[config.mk]
export PLATFORM = sky130hd
export DESIGN_NAME = sst_ctrl
export DESIGN_NICKNAME = d
export VERILOG_FILES = /design/src/rtl/sst_pkg.sv /design/src/rtl/sst_ctrl.sv
export SDC_FILE = /design/constraint.sdc
export NUM_CORES = 1
export LEC_CHECK = 0
export BUFFER_PORTS_ARGS = -buffer_cell sky130_fd_sc_hd__buf_2
export CAP_MARGIN = 20
export CORE_AREA = 2 2 39 41
export CTS_CLUSTER_DIAMETER = 120
export DETAILED_ROUTE_END_ITERATION = 10
export DIE_AREA = 0 0 41 43
export HOLD_SLACK_MARGIN = 0.12
export SETUP_SLACK_MARGIN = 0.02
export SLEW_MARGIN = 20
export SYNTH_ARGS = -nofsm -noshare
export SYNTH_HDL_FRONTEND = slang
export SYNTH_SLANG_ARGS = --single-unit
[constraint.sdc]
create_clock -name clk -period 0.95 [get_ports clk]
set_input_delay 0.1425 -clock clk [delete_from_list [all_inputs] [get_ports clk]]
set_output_delay 0.1425 -clock clk [all_outputs]
set_load 0.02 [all_outputs]
[src/rtl/sst_pkg.sv]
// sst_pkg: word types, action and status codes, controller-to-datapath command
// and status structs for the sparse set table
// no dependencies
package sst_pkg;

	localparam int KEY_W     = 10;
	localparam int POS_W     = 10;
	localparam int DATA_W    = 32;
	localparam int STATUS_W  = 3;
	localparam int SLOT_W    = 10;
	localparam int COUNT_W   = 11;

	localparam logic [1:0] ACT_INSERT = 2'd0;
	localparam logic [1:0] ACT_REMOVE = 2'd1;
	localparam logic [1:0] ACT_LOOKUP = 2'd2;
	localparam logic [1:0] ACT_READ   = 2'd3;

	localparam logic [STATUS_W-1:0] ST_OK     = 3'd0;
	localparam logic [STATUS_W-1:0] ST_DUP    = 3'd1;
	localparam logic [STATUS_W-1:0] ST_ABSENT = 3'd2;
	localparam logic [STATUS_W-1:0] ST_FULL   = 3'd3;
	localparam logic [STATUS_W-1:0] ST_RANGE  = 3'd4;

	// dense read address select
	localparam logic [1:0] DA_POS  = 2'd0;
	localparam logic [1:0] DA_LAST = 2'd1;
	localparam logic [1:0] DA_HIT  = 2'd2;

	// result source
	localparam logic [1:0] RK_EVAL   = 2'd0;
	localparam logic [1:0] RK_REMOVE = 2'd1;
	localparam logic [1:0] RK_LOOKUP = 2'd2;

	typedef struct packed {
		logic [1:0]        action;
		logic [KEY_W-1:0]  key;
		logic [DATA_W-1:0] payload;
		logic [POS_W-1:0]  position;
	} req_word_t;

	typedef struct packed {
		logic [STATUS_W-1:0] status;
		logic                present;
		logic [SLOT_W-1:0]   slot;
		logic [KEY_W-1:0]    key_out;
		logic [DATA_W-1:0]   payload_out;
		logic [COUNT_W-1:0]  count;
	} rsp_word_t;

	typedef struct packed {
		logic       clr_wr;
		logic       cap;
		logic       rd_map;
		logic       rd_dense;
		logic [1:0] dense_sel;
		logic       ins_wr;
		logic       mv_wr;
		logic       inv_wr;
		logic       res_ld;
		logic [1:0] res_kind;
	} cmd_t;

	typedef struct packed {
		logic [1:0] action;
		logic       clr_done;
		logic       ins_ok;
		logic       rm_ok;
		logic       look_hit;
		logic       out_free;
	} stat_t;

endpackage

[src/rtl/sst_ctrl.sv]
// sst_ctrl: controller state machine of the sparse set table, sequencing
// the map clear pass and the memory steps of each action
// depends on sst_pkg
module sst_ctrl import sst_pkg::*; (
	input  logic  clk,
	input  logic  arst_n,
	input  logic  req_valid,
	output logic  req_stall,
	input  stat_t st,
	output cmd_t  cmd
);

	localparam logic [2:0] S_CLR  = 3'd0;
	localparam logic [2:0] S_IDLE = 3'd1;
	localparam logic [2:0] S_MAP  = 3'd2;
	localparam logic [2:0] S_EVAL = 3'd3;
	localparam logic [2:0] S_MOVE = 3'd4;
	localparam logic [2:0] S_INV  = 3'd5;
	localparam logic [2:0] S_LOOK = 3'd6;

	logic [2:0] state_q;
	logic [2:0] state_d;

	assign req_stall = state_q != S_IDLE;

	always_comb begin
		cmd     = '0;
		state_d = state_q;
		case (state_q)
			S_CLR: begin
				cmd.clr_wr = 1'b1;
				if (st.clr_done) begin
					state_d = S_IDLE;
				end
			end
			S_IDLE: begin
				if (req_valid) begin
					cmd.cap = 1'b1;
					state_d = S_MAP;
				end
			end
			S_MAP: begin
				cmd.rd_map    = 1'b1;
				cmd.rd_dense  = 1'b1;
				cmd.dense_sel = DA_POS;
				state_d       = S_EVAL;
			end
			S_EVAL: begin
				cmd.res_kind = RK_EVAL;
				if (st.action == ACT_REMOVE && st.rm_ok) begin
					cmd.rd_dense  = 1'b1;
					cmd.dense_sel = DA_LAST;
					state_d       = S_MOVE;
				end else if (st.action == ACT_LOOKUP && st.look_hit) begin
					cmd.rd_dense  = 1'b1;
					cmd.dense_sel = DA_HIT;
					state_d       = S_LOOK;
				end else if (st.out_free) begin
					cmd.res_ld = 1'b1;
					cmd.ins_wr = (st.action == ACT_INSERT) && st.ins_ok;
					state_d    = S_IDLE;
				end
			end
			S_MOVE: begin
				cmd.mv_wr = 1'b1;
				state_d   = S_INV;
			end
			S_INV: begin
				cmd.res_kind = RK_REMOVE;
				if (st.out_free) begin
					cmd.inv_wr = 1'b1;
					cmd.res_ld = 1'b1;
					state_d    = S_IDLE;
				end
			end
			S_LOOK: begin
				cmd.res_kind = RK_LOOKUP;
				if (st.out_free) begin
					cmd.res_ld = 1'b1;
					state_d    = S_IDLE;
				end
			end
			default: begin
				state_d = S_IDLE;
			end
		endcase
	end

	always_ff @(posedge clk or negedge arst_n) begin
		if (!arst_n) begin
			state_q <= S_CLR;
		end else begin
			state_q <= state_d;
		end
	end

endmodule

==> results of run 1 <==
[cells in the mapped netlist]
library cell	instances
a211oi_1	3
a21oi_1	2
a21oi_2	2
a221oi_2	1
a311oi_1	1
a31oi_1	1
and2_2	1
and2_4	1
and2b_2	1
and3b_1	1
buf_4	2
buf_6	2
dfrtp_1	3
inv_1	2
inv_2	1
nand2_1	3
nand2b_1	1
nand3_1	1
nand3b_1	2
nand3b_4	1
nor2_1	7
nor3_1	3
nor3b_4	1
nor4_1	1
o2111ai_1	1
o21ai_0	1
o21ai_1	1
or2_1	1
or2b_1	1
[metal layers]
layer / vias to the layer above / share of wire [%]
met5: - / 0
met4: 0 / 0
met3: 0 / 3.7
met2: 16 / 59
met1: 273 / 37
li1: 283 / -
[worst register-to-register path, cell delays in order, from the launching register on]
cell and delay, ns:
dfrtp_2 0.41, buf_6 0.12, and2b_2 0.17, buf_6 0.11, o2111ai_4 0.12, a221oi_2 0.32
[final timing paths]
check                           depth (start not counted)       start  slack (ns)    endpoint
worst max-delay path                                    5  state_q[0]       -0.51      cmd[2]
worst min-delay path                                    2      arst_n        0.25  state_q[0]
worst max register to register                          5  state_q[0]       -0.40  state_q[1]
worst min register to register                          3  state_q[1]        0.74  state_q[0]
max in group asynchronous                               2      arst_n        0.58  state_q[2]
min in group clk                                        3       st[0]        0.28  state_q[0]
[power by group through the flow]
stage | sequential (mW) | combinational, mW | clock (mW)
3_5_place_dp | 0.254 | 1.62 | 0
2_1_floorplan | 0.224 | 1.19 | 0
5_1_grt | 0.274 | 2.81 | 0.251
4_1_cts | 0.265 | 2.13 | 0.234
6_report | 0.263 | 2.65 | 0.223
3_3_place_gp | 0.252 | 1.61 | 0
[cell type report]
class	instances	area [um2]	share of cell area, %
Timing Repair Buffer	53	476.7	44.72
Multi-Input combinational cell	39	449.2	42.14
Sequential cell	3	77.57	7.277
Clock buffer	4	26.28	2.465
Tap cell	16	20.02	1.878
Inverter	3	16.27	1.526
[logic make-up after synthesis]
logic type / count (synthesis)
AO/OA/AOI/OAI: 13
buffers and inverters: 7
flip-flops: 3
AND/OR/NAND/NOR: 26
[through the flow]
stage                     instance area (um2)  total power, mW  setup slack (ns)  util [%]  hold slack [ns]
after global placement                  698.2            1.866           -0.3068     50.45         -0.05973
after global routing                     1066            3.334           -0.5603     77.03           0.2543
final                                    1066            3.133           -0.5122     77.03           0.2534
after detailed placement                698.2            1.876           -0.3455     50.45         -0.05988
after floorplan                         484.2            1.415           -0.2035         -          -0.1531
after CTS                               904.6            2.631           -0.4955     65.37           0.2273
[repair_timing]
| item | 4_1_cts | 5_1_grt |
|---|---|---|
| endpoints found under the setup margin | 16 | 16 |
| setup buffers | 8 | 9 |
| resized for setup | 37 | 26 |
| pin swaps | 6 | 11 |
| endpoints found under the hold margin | 3 | 0 |
| hold buffers | 1 | 0 |
| gates cloned | 0 | 0 |
[cell usage in the layout, fill, tap and decap left out, types with 2 or more instances in the layout]
master    instances
a211oi_1          2
nor2_4            5
buf_2             9
buf_4            19
clkbuf_4          3
a21oi_4           2
and2_4            2
a21oi_2           2
buf_6            23
nor3_2            2
o21ai_2           2
nand2_1           3
nand3b_1          2
dfrtp_2           2
==> impl_metrics.json, run 1 <==
{
  "status": "finished, violations left",
  "violations": "negative setup slack",
  "synth_area_um2": 394.1,
  "syn2layout_area_growth_pct": 170.5,
  "fmax_mhz": 683.9,
  "finalNonFillerCells": 118,
  "via_per_inst": 4.847,
  "endpoint_kind": "primary output",
  "power_frac_seq_pct": 8.4,
  "dr_total_vias": 572,
  "seq_area_frac_synth_pct": 19.05,
  "yosys.area_share.simple_pct": 43.49,
  "tightest_slew_ns": 0.3339,
  "pwr_density_cell_nw_per_um2": 2939,
  "required_ns": 0.81,
  "cp_top_family": "flip-flops",
  "dieArea_um2": 1763,
  "ir_drop_v": 0.001863,
  "synth_mux_area_share_pct": 0,
  "wire_per_inst_um": 13.92,
  "maxSlewHeadroom_pct": 77.60,
  "crit_slowest_cell": "dfrtp_2",
  "chipHeight_um": 43,
  "fp.dieW_um": 41,
  "cap_violations": 0,
  "fillers": 92,
  "switchingPower_mw": 1.336,
  "synth_top_family_by_area": "simple AND/OR/NAND/NOR gates",
  "avgSynthCellArea_um2": 8.043,
  "grt_overflow": 0,
  "clkPwrFrac_pct": 7.1,
  "clk_pin_slew_ns": 0.04,
  "final_nets": 113,
  "clkSinkCount": 3,
  "drcViolationCount": 0,
  "top_regs": "state_q: 3 flops",
  "diodes": 0,
  "gp_congestion": 0.7622,
  "initialDrtViolationCount": 5,
  "antenna_left": 0,
  "synth_seq_cells": 3,
  "yosysWarnings": 0,
  "yosys.area_share.adder_pct": 0,
  "boundaryPins": 23,
  "largest_reg_flops": 3,
  "combPwrFrac_pct": 84.5,
  "largest-register": "state_q",
  "cpMostUsedCell": "buf_6",
  "grt_util_all_layers_pct": 19.96,
  "numCtsBuffers": 3,
  "synthDistinctLibCells": 29,
  "clock_path_buffers": 2,
  "grtUsageMet2_pct": 32.81,
  "dr.pass1.iters": 2,
  "cts_max_level": 1,
  "worstSkewPairLatency_ns": 0.23,
  "fin_ws_ns": -0.5122,
  "fin_skew_ns": 0.001395,
  "grt_pass1_vias": 572,
  "setup-violations-final": 16,
  "period_needed_ns": 1.462,
  "grt_pass1_wl_um": 2401,
  "slew_viol_final": 0,
  "finalSetupTns_ns": -6.595,
  "synth_nets": 59,
  "synth_area_leaders": "dfrtp_1 (19%), nor2_1 (6.7%), a211oi_1 (5.7%)",
  "yosys.area.top_type": "dfrtp_1",
  "start_util_pct": 28.48,
  "routed_wirelength_um": 1642,
  "crit_fanout": 5,
  "grt_busiest_layer": "met2",
  "grt_max_degree": 11,
  "row_count": 14,
  "cts_root_buf": "clkbuf_4",
  "internal-power_mw": 1.798,
  "critPathBufInv": 2,
  "antenna_found_initial": 0,
  "leakage_nw": 0.4618,
  "crit_type": "flop to primary output",
  "cts_tree": "done",
  "drive_above_1_share_pct": 86.27,
  "synth_top_area_share_pct": 19.05,
  "use_met1_pct": 23.45,
  "final_hold_viol_count": 0,
  "coreArea_um2": 1384,
  "dp.cells": 99,
  "synth_xor_area_share_pct": 0,
  "post-route-period-util_pct": 153.9,
  "min_path_type": "input port to async pin",
  "cpPeakStageDelay_ns": 0.44,
  "netlist_instances": 49,
  "synth-compound-area-share_pct": 25.08,
  "switching_share_pct": 42.63,
  "rsz0062_at_grt": "true",
  "grt_util_met3_pct": 4.712,
  "crit_chain": "buf_6 -> and2b_2 -> nand3_2 -> a31oi_4 -> buf_6",
  "cp-start-kind": "flop",
  "port_buffers": 22,
  "arrival_ns": 1.32,
  "dp_hpwl_um": 919
}
(Power assumes the default switching activity.)
==> run 2, diff against run 1 <==
BUFFER_PORTS_ARGS = -buffer_cell sky130_fd_sc_hd__clkbuf_2   (was -buffer_cell sky130_fd_sc_hd__buf_2)
==> run 2 against run 1 <==
Effect of this change:
- the run still ends with negative setup slack left
- sequential power rose by 11%
- maximum frequency fell by 1.3%
- setup slack worse by 0.019 ns
- hold slack worse by 0.034 ns
- cell area rose by 1.5%
- flip-flop and latch count unchanged
- clock power up 11%
- count of clock-buffer cells in the layout is the same
- sequential share of layout area barely moved
==> impl_metrics.json, run 2 (same netlist as run 1, synthesis figures left out) <==
{
  "status": "finished, violations left",
  "violations": "negative setup slack",
  "crit_type": "flop to primary output",
  "numCtsBuffers": 3,
  "switching_share_pct": 43.36,
  "reg2reg_depth": 6,
  "internal-power_mw": 1.788,
  "port_buffers": 22,
  "grt_pass1_wl_um": 2628,
  "pwr_density_cell_nw_per_um2": 2917,
  "final_hold_viol_count": 0,
  "crit_fanout": 5,
  "grt_max_degree": 8,
  "final_nets": 113,
  "chipHeight_um": 43,
  "tightest_slew_ns": 0.2990,
  "fp.dieW_um": 41,
  "dr.pass1.iters": 4,
  "dieArea_um2": 1763,
  "dr_total_vias": 573,
  "maxSlewHeadroom_pct": 80.01,
  "layout_commonest_cell": "buf_6",
  "arrival_ns": 1.34,
  "clock_path_buffers": 2,
  "cts_root_buf": "clkbuf_4",
  "clkPwrFrac_pct": 7.9,
  "wire_per_inst_um": 14.30,
  "leakage_nw": 0.4720,
  "setup-violations-final": 16,
  "largest-register": "state_q",
  "required_ns": 0.81,
  "power_mw": 3.157,
  "start_util_pct": 28.48,
  "initialDrtViolationCount": 5,
  "via_per_inst": 4.856,
  "drcViolationCount": 0,
  "combPwrFrac_pct": 82.9,
  "clk_pin_slew_ns": 0.05,
  "worstSkewPairLatency_ns": 0.25,
  "power_frac_seq_pct": 9.3,
  "coreArea_um2": 1384,
  "post-route-period-util_pct": 156.0,
  "worstReg2RegEnd": "state_q[1]",
  "fillers": 86,
  "crit_chain": "buf_6 -> nor3b_4 -> buf_4 -> inv_2 -> buf_8",
  "r2r_start": "state_q[2]",
  "min_path_type": "input port to async pin",
  "period_needed_ns": 1.482,
  "cts_max_level": 1,
  "gp_congestion": 0.7494,
  "fin_skew_ns": 0.01146,
  "r2r_slack_ns": -0.38,
  "dp.cells": 102,
  "drive_above_1_share_pct": 87.25,
  "boundaryPins": 23,
  "switchingPower_mw": 1.369,
  "finalNonFillerCells": 118,
  "endpoint_kind": "primary output",
  "top_regs": "state_q: 3 flops",
  "routed_wirelength_um": 1687,
  "cts_tree": "done",
  "slew_viol_final": 0,
  "cp-start-kind": "flop",
  "grt_util_all_layers_pct": 22.11,
  "fmax_mhz": 674.9,
  "mostFrequentLayoutCells": "buf_6 (20), buf_4 (18), clkbuf_2 (9), nor2_4 (6)",
  "antenna_left": 0,
  "largest_reg_flops": 3,
  "fin_ws_ns": -0.5316,
  "ir_drop_v": 0.001764,
  "dp_hpwl_um": 947.9,
  "grt_overflow": 0,
  "cap_violations": 0,
  "cpPeakStageDelay_ns": 0.44,
  "row_count": 14,
  "grt_pass1_vias": 619,
  "diodes": 0,
  "clkSinkCount": 3,
  "rsz0062_at_grt": "true",
  "antenna_found_initial": 0,
  "syn2layout_area_growth_pct": 174.6,
  "crit_slowest_cell": "dfrtp_2"
}
run 2: how the worst max path moves through the flow:
stage | cells past startpoint | slack [ns] | endpoint | from
floorplan | 4 | -0.20 | cmd[8] | state_q[1]
global placement | 4 | -0.34 | cmd[10] | state_q[2]
detailed placement | 4 | -0.34 | cmd[10] | state_q[2]
CTS | 5 | -0.51 | req_stall | state_q[1]
global route | 5 | -0.59 | req_stall | state_q[2]
finish | 5 | -0.53 | req_stall | state_q[2]
run 2: metal layers:
layer | wire, um | GRT usage [%] | vias to the layer above
met4 | 21 | 10.00 | 0
met1 | 613 | 25.16 | 268
met5 | 0 | 0 | -
li1 | - | - | 285
met2 | 1000 | 36.88 | 18
met3 | 52 | 4.712 | 2
run 2: cell type report:
class	count	area, um2	share of cell area [%]
multi-input cells	39	452.9	41.85
clock buffers	4	26.28	2.428
well taps	16	20.02	1.850
inverters	3	16.27	1.503
repair buffers	53	488.0	45.09
flip-flops and latches	3	78.83	7.283
run 2: timing repair:
item	in CTS	in global routing
resized for setup	43	33
setup buffers	10	3
hold buffers	1	0
endpoints found under the hold margin	3	0
pin swaps	13	8
endpoints found under the setup margin	16	16
run 2: metrics by stage:
step,TNS (ns),cell area [um2],setup WS (ns),hold WS (ns),utilization [%]
2_1_floorplan,-2.257,484.2,-0.2035,-0.1531,-
3_3_place_gp,-3.539,708.2,-0.3358,-0.06009,51.18
3_5_place_dp,-3.793,708.2,-0.3373,-0.06034,51.18
4_1_cts,-6.658,991.0,-0.5053,0.2265,71.61
5_1_grt,-7.543,1082,-0.5855,0.2548,78.21
6_report,-6.783,1082,-0.5316,0.2198,78.21
run 2: power groups by stage:
stage | Clock (mW) | Combinational, mW | Sequential, mW
6_report | 0.248 | 2.62 | 0.293
4_1_cts | 0.239 | 2.32 | 0.278
2_1_floorplan | 0 | 1.19 | 0.224
3_5_place_dp | 0 | 1.62 | 0.257
3_3_place_gp | 0 | 1.60 | 0.254
5_1_grt | 0.255 | 2.77 | 0.301
run 2: worst max-delay path: cells and delay by family (launching register included):
family	cells	cell delay, ns
buf+inv	4	0.42
flops	1	0.44
simple gates	1	0.22
==> run 3, diff against run 2 <==
clock period = 1.4 ns   (was 0.95 ns; I/O delays follow)
==> run 3 against run 2 <==
Effect of this change:
- the run still ends with negative setup slack left
- utilization is 17 points lower
- setup slack better by 0.35 ns
- total power is 43% lower
- critical path type unchanged
- highest routed layer unchanged
==> impl_metrics.json, run 3 (same netlist as run 1, synthesis figures left out) <==
{
  "min_path_type": "input port to async pin",
  "largest-register": "state_q",
  "crit_slowest_cell": "dfrtp_2",
  "rsz0062_at_grt": "true",
  "pwr_density_cell_nw_per_um2": 2116,
  "drcViolationCount": 0,
  "cp-start-kind": "flop",
  "cts_tree": "done",
  "setup-violations-final": 10,
  "internal-power_mw": 1.023,
  "fin_ws_ns": -0.1827,
  "period_needed_ns": 1.583,
  "cts_root_buf": "clkbuf_4",
  "fin_skew_ns": 0.005232,
  "tightest_slew_ns": 0.2724,
  "grt_pass1_wl_um": 2139,
  "boundaryPins": 23,
  "worstSkewPairLatency_ns": 0.23,
  "dieArea_um2": 1763,
  "finalSetupTns_ns": -0.9521,
  "r2r_slack_ns": 0.02,
  "crit_chain": "and2b_2 -> nand3_2 -> a31oi_4 -> buf_6",
  "dp_hpwl_um": 813.7,
  "via_per_inst": 4.944,
  "maxSlewHeadroom_pct": 81.73,
  "status": "finished, violations left",
  "fp.dieW_um": 41,
  "arrival_ns": 1.37,
  "wire_per_inst_um": 13.58,
  "violations": "negative setup slack",
  "dr.pass1.iters": 4,
  "final_hold_viol_count": 0,
  "switching_share_pct": 42.76,
  "syn2layout_area_growth_pct": 114.3,
  "cp_top_family": "flip-flops",
  "drive_above_1_share_pct": 73.63,
  "critPathBufInv": 1,
  "grt_overflow": 0,
  "crit_fanout": 8,
  "top_regs": "state_q: 3 flops",
  "start_util_pct": 28.48,
  "clkPwrFrac_pct": 8.5,
  "dr_total_vias": 529,
  "layout_commonest_cell": "buf_4",
  "antenna_left": 0,
  "power_frac_seq_pct": 11.1,
  "fmax_mhz": 631.8,
  "antenna_found_initial": 0,
  "mostFrequentLayoutCells": "buf_4 (16), buf_6 (11), clkbuf_2 (9), nor2_1 (5), clkbuf_4 (5)",
  "switchingPower_mw": 0.7641,
  "cpPeakStageDelay_ns": 0.46,
  "grt_util_all_layers_pct": 18.07,
  "required_ns": 1.19,
  "clkSinkCount": 3,
  "ir_drop_v": 0.0007963,
  "endpoint_kind": "primary output",
  "cap_violations": 0,
  "slew_viol_final": 0,
  "row_count": 14,
  "final_nets": 102,
  "routed_wirelength_um": 1453,
  "grt_pass1_vias": 501,
  "gp_congestion": 0.7733,
  "post-route-period-util_pct": 113.0,
  "dp_slack_ns": -0.001851,
  "grt_max_degree": 9,
  "whs_ns": 0.3052,
  "numCtsBuffers": 3,
  "port_buffers": 22,
  "largest_reg_flops": 3,
  "combPwrFrac_pct": 80.4,
  "diodes": 0,
  "initialDrtViolationCount": 5,
  "chipHeight_um": 43,
  "clk_pin_slew_ns": 0.04,
  "leakage_nw": 0.3879,
  "cts_max_level": 1,
  "crit_type": "flop to primary output",
  "clock_path_buffers": 2,
  "coreArea_um2": 1384
}
==> run 3: worst paths after layout <==
kind | start | endpoint | cells past startpoint
max | state_q[2] | cmd[2] | 4
min | arst_n | state_q[0] | 2
max reg2reg | state_q[2] | state_q[1] | 6
min reg2reg | state_q[2] | state_q[2] | 2
max in group asynchronous | arst_n | state_q[2] | 2
min in group clk | st[0] | state_q[0] | 3
==> run 3: through the flow <==
| stage | instance area (um2) | power [mW] | cells | util [%] |
|---|---|---|---|---|
| 5_1_grt | 844.6 | 1.908 | 107 | 61.03 |
| 2_1_floorplan | 411.6 | 0.8075 | 49 | - |
| 3_5_place_dp | 564.3 | 1.047 | 91 | 40.78 |
| 6_report | 844.6 | 1.787 | 107 | 61.03 |
| 4_1_cts | 770.7 | 1.611 | 108 | 55.70 |
| 3_3_place_gp | 564.3 | 1.031 | 91 | 40.78 |
==> run 3: worst register-to-register path, delay by kind of cell (launching register included) <==
kind / cells / cell delay (ns)
and+or+nand+nor: 1 / 0.20
DFF: 1 / 0.46
buffers and inverters: 3 / 0.36
AOI/OAI and AO/OA: 2 / 0.27
==> run 3: layout make-up <==
cell class,instances,area (um2)
fill,118,539.3
timing repair buffer,42,364.1
multi-input combinational,39,344.1
sequential,3,78.83
clock buffer,4,26.28
tap,16,20.02
inverter,3,11.26
==> run 3: power groups by stage <==
stage,Clock [mW],Combinational [mW],Sequential [mW]
3_5_place_dp,0,0.815,0.233
5_1_grt,0.171,1.53,0.205
6_report,0.153,1.44,0.198
4_1_cts,0.158,1.27,0.186
3_3_place_gp,0,0.800,0.230
2_1_floorplan,0,0.658,0.150
==> run 3: routing by layer <==
layer  global-route usage [%]  vias to the layer above  share of wire [%]
met3                    3.141                        2                3.4
li1                         -                      261                  -
met2                    30.00                       19                 53
met5                        0                        -                  0
met1                    21.22                      247                 42
met4                    8.000                        0                1.3
==> run 3: what timing repair did <==
action,4_1_cts,5_1_grt
setup buffers,12,1
pin swaps,7,6
endpoints found under the hold margin,3,0
gates resized for setup,23,32
setup endpoints to repair,14,14
hold buffers,1,0
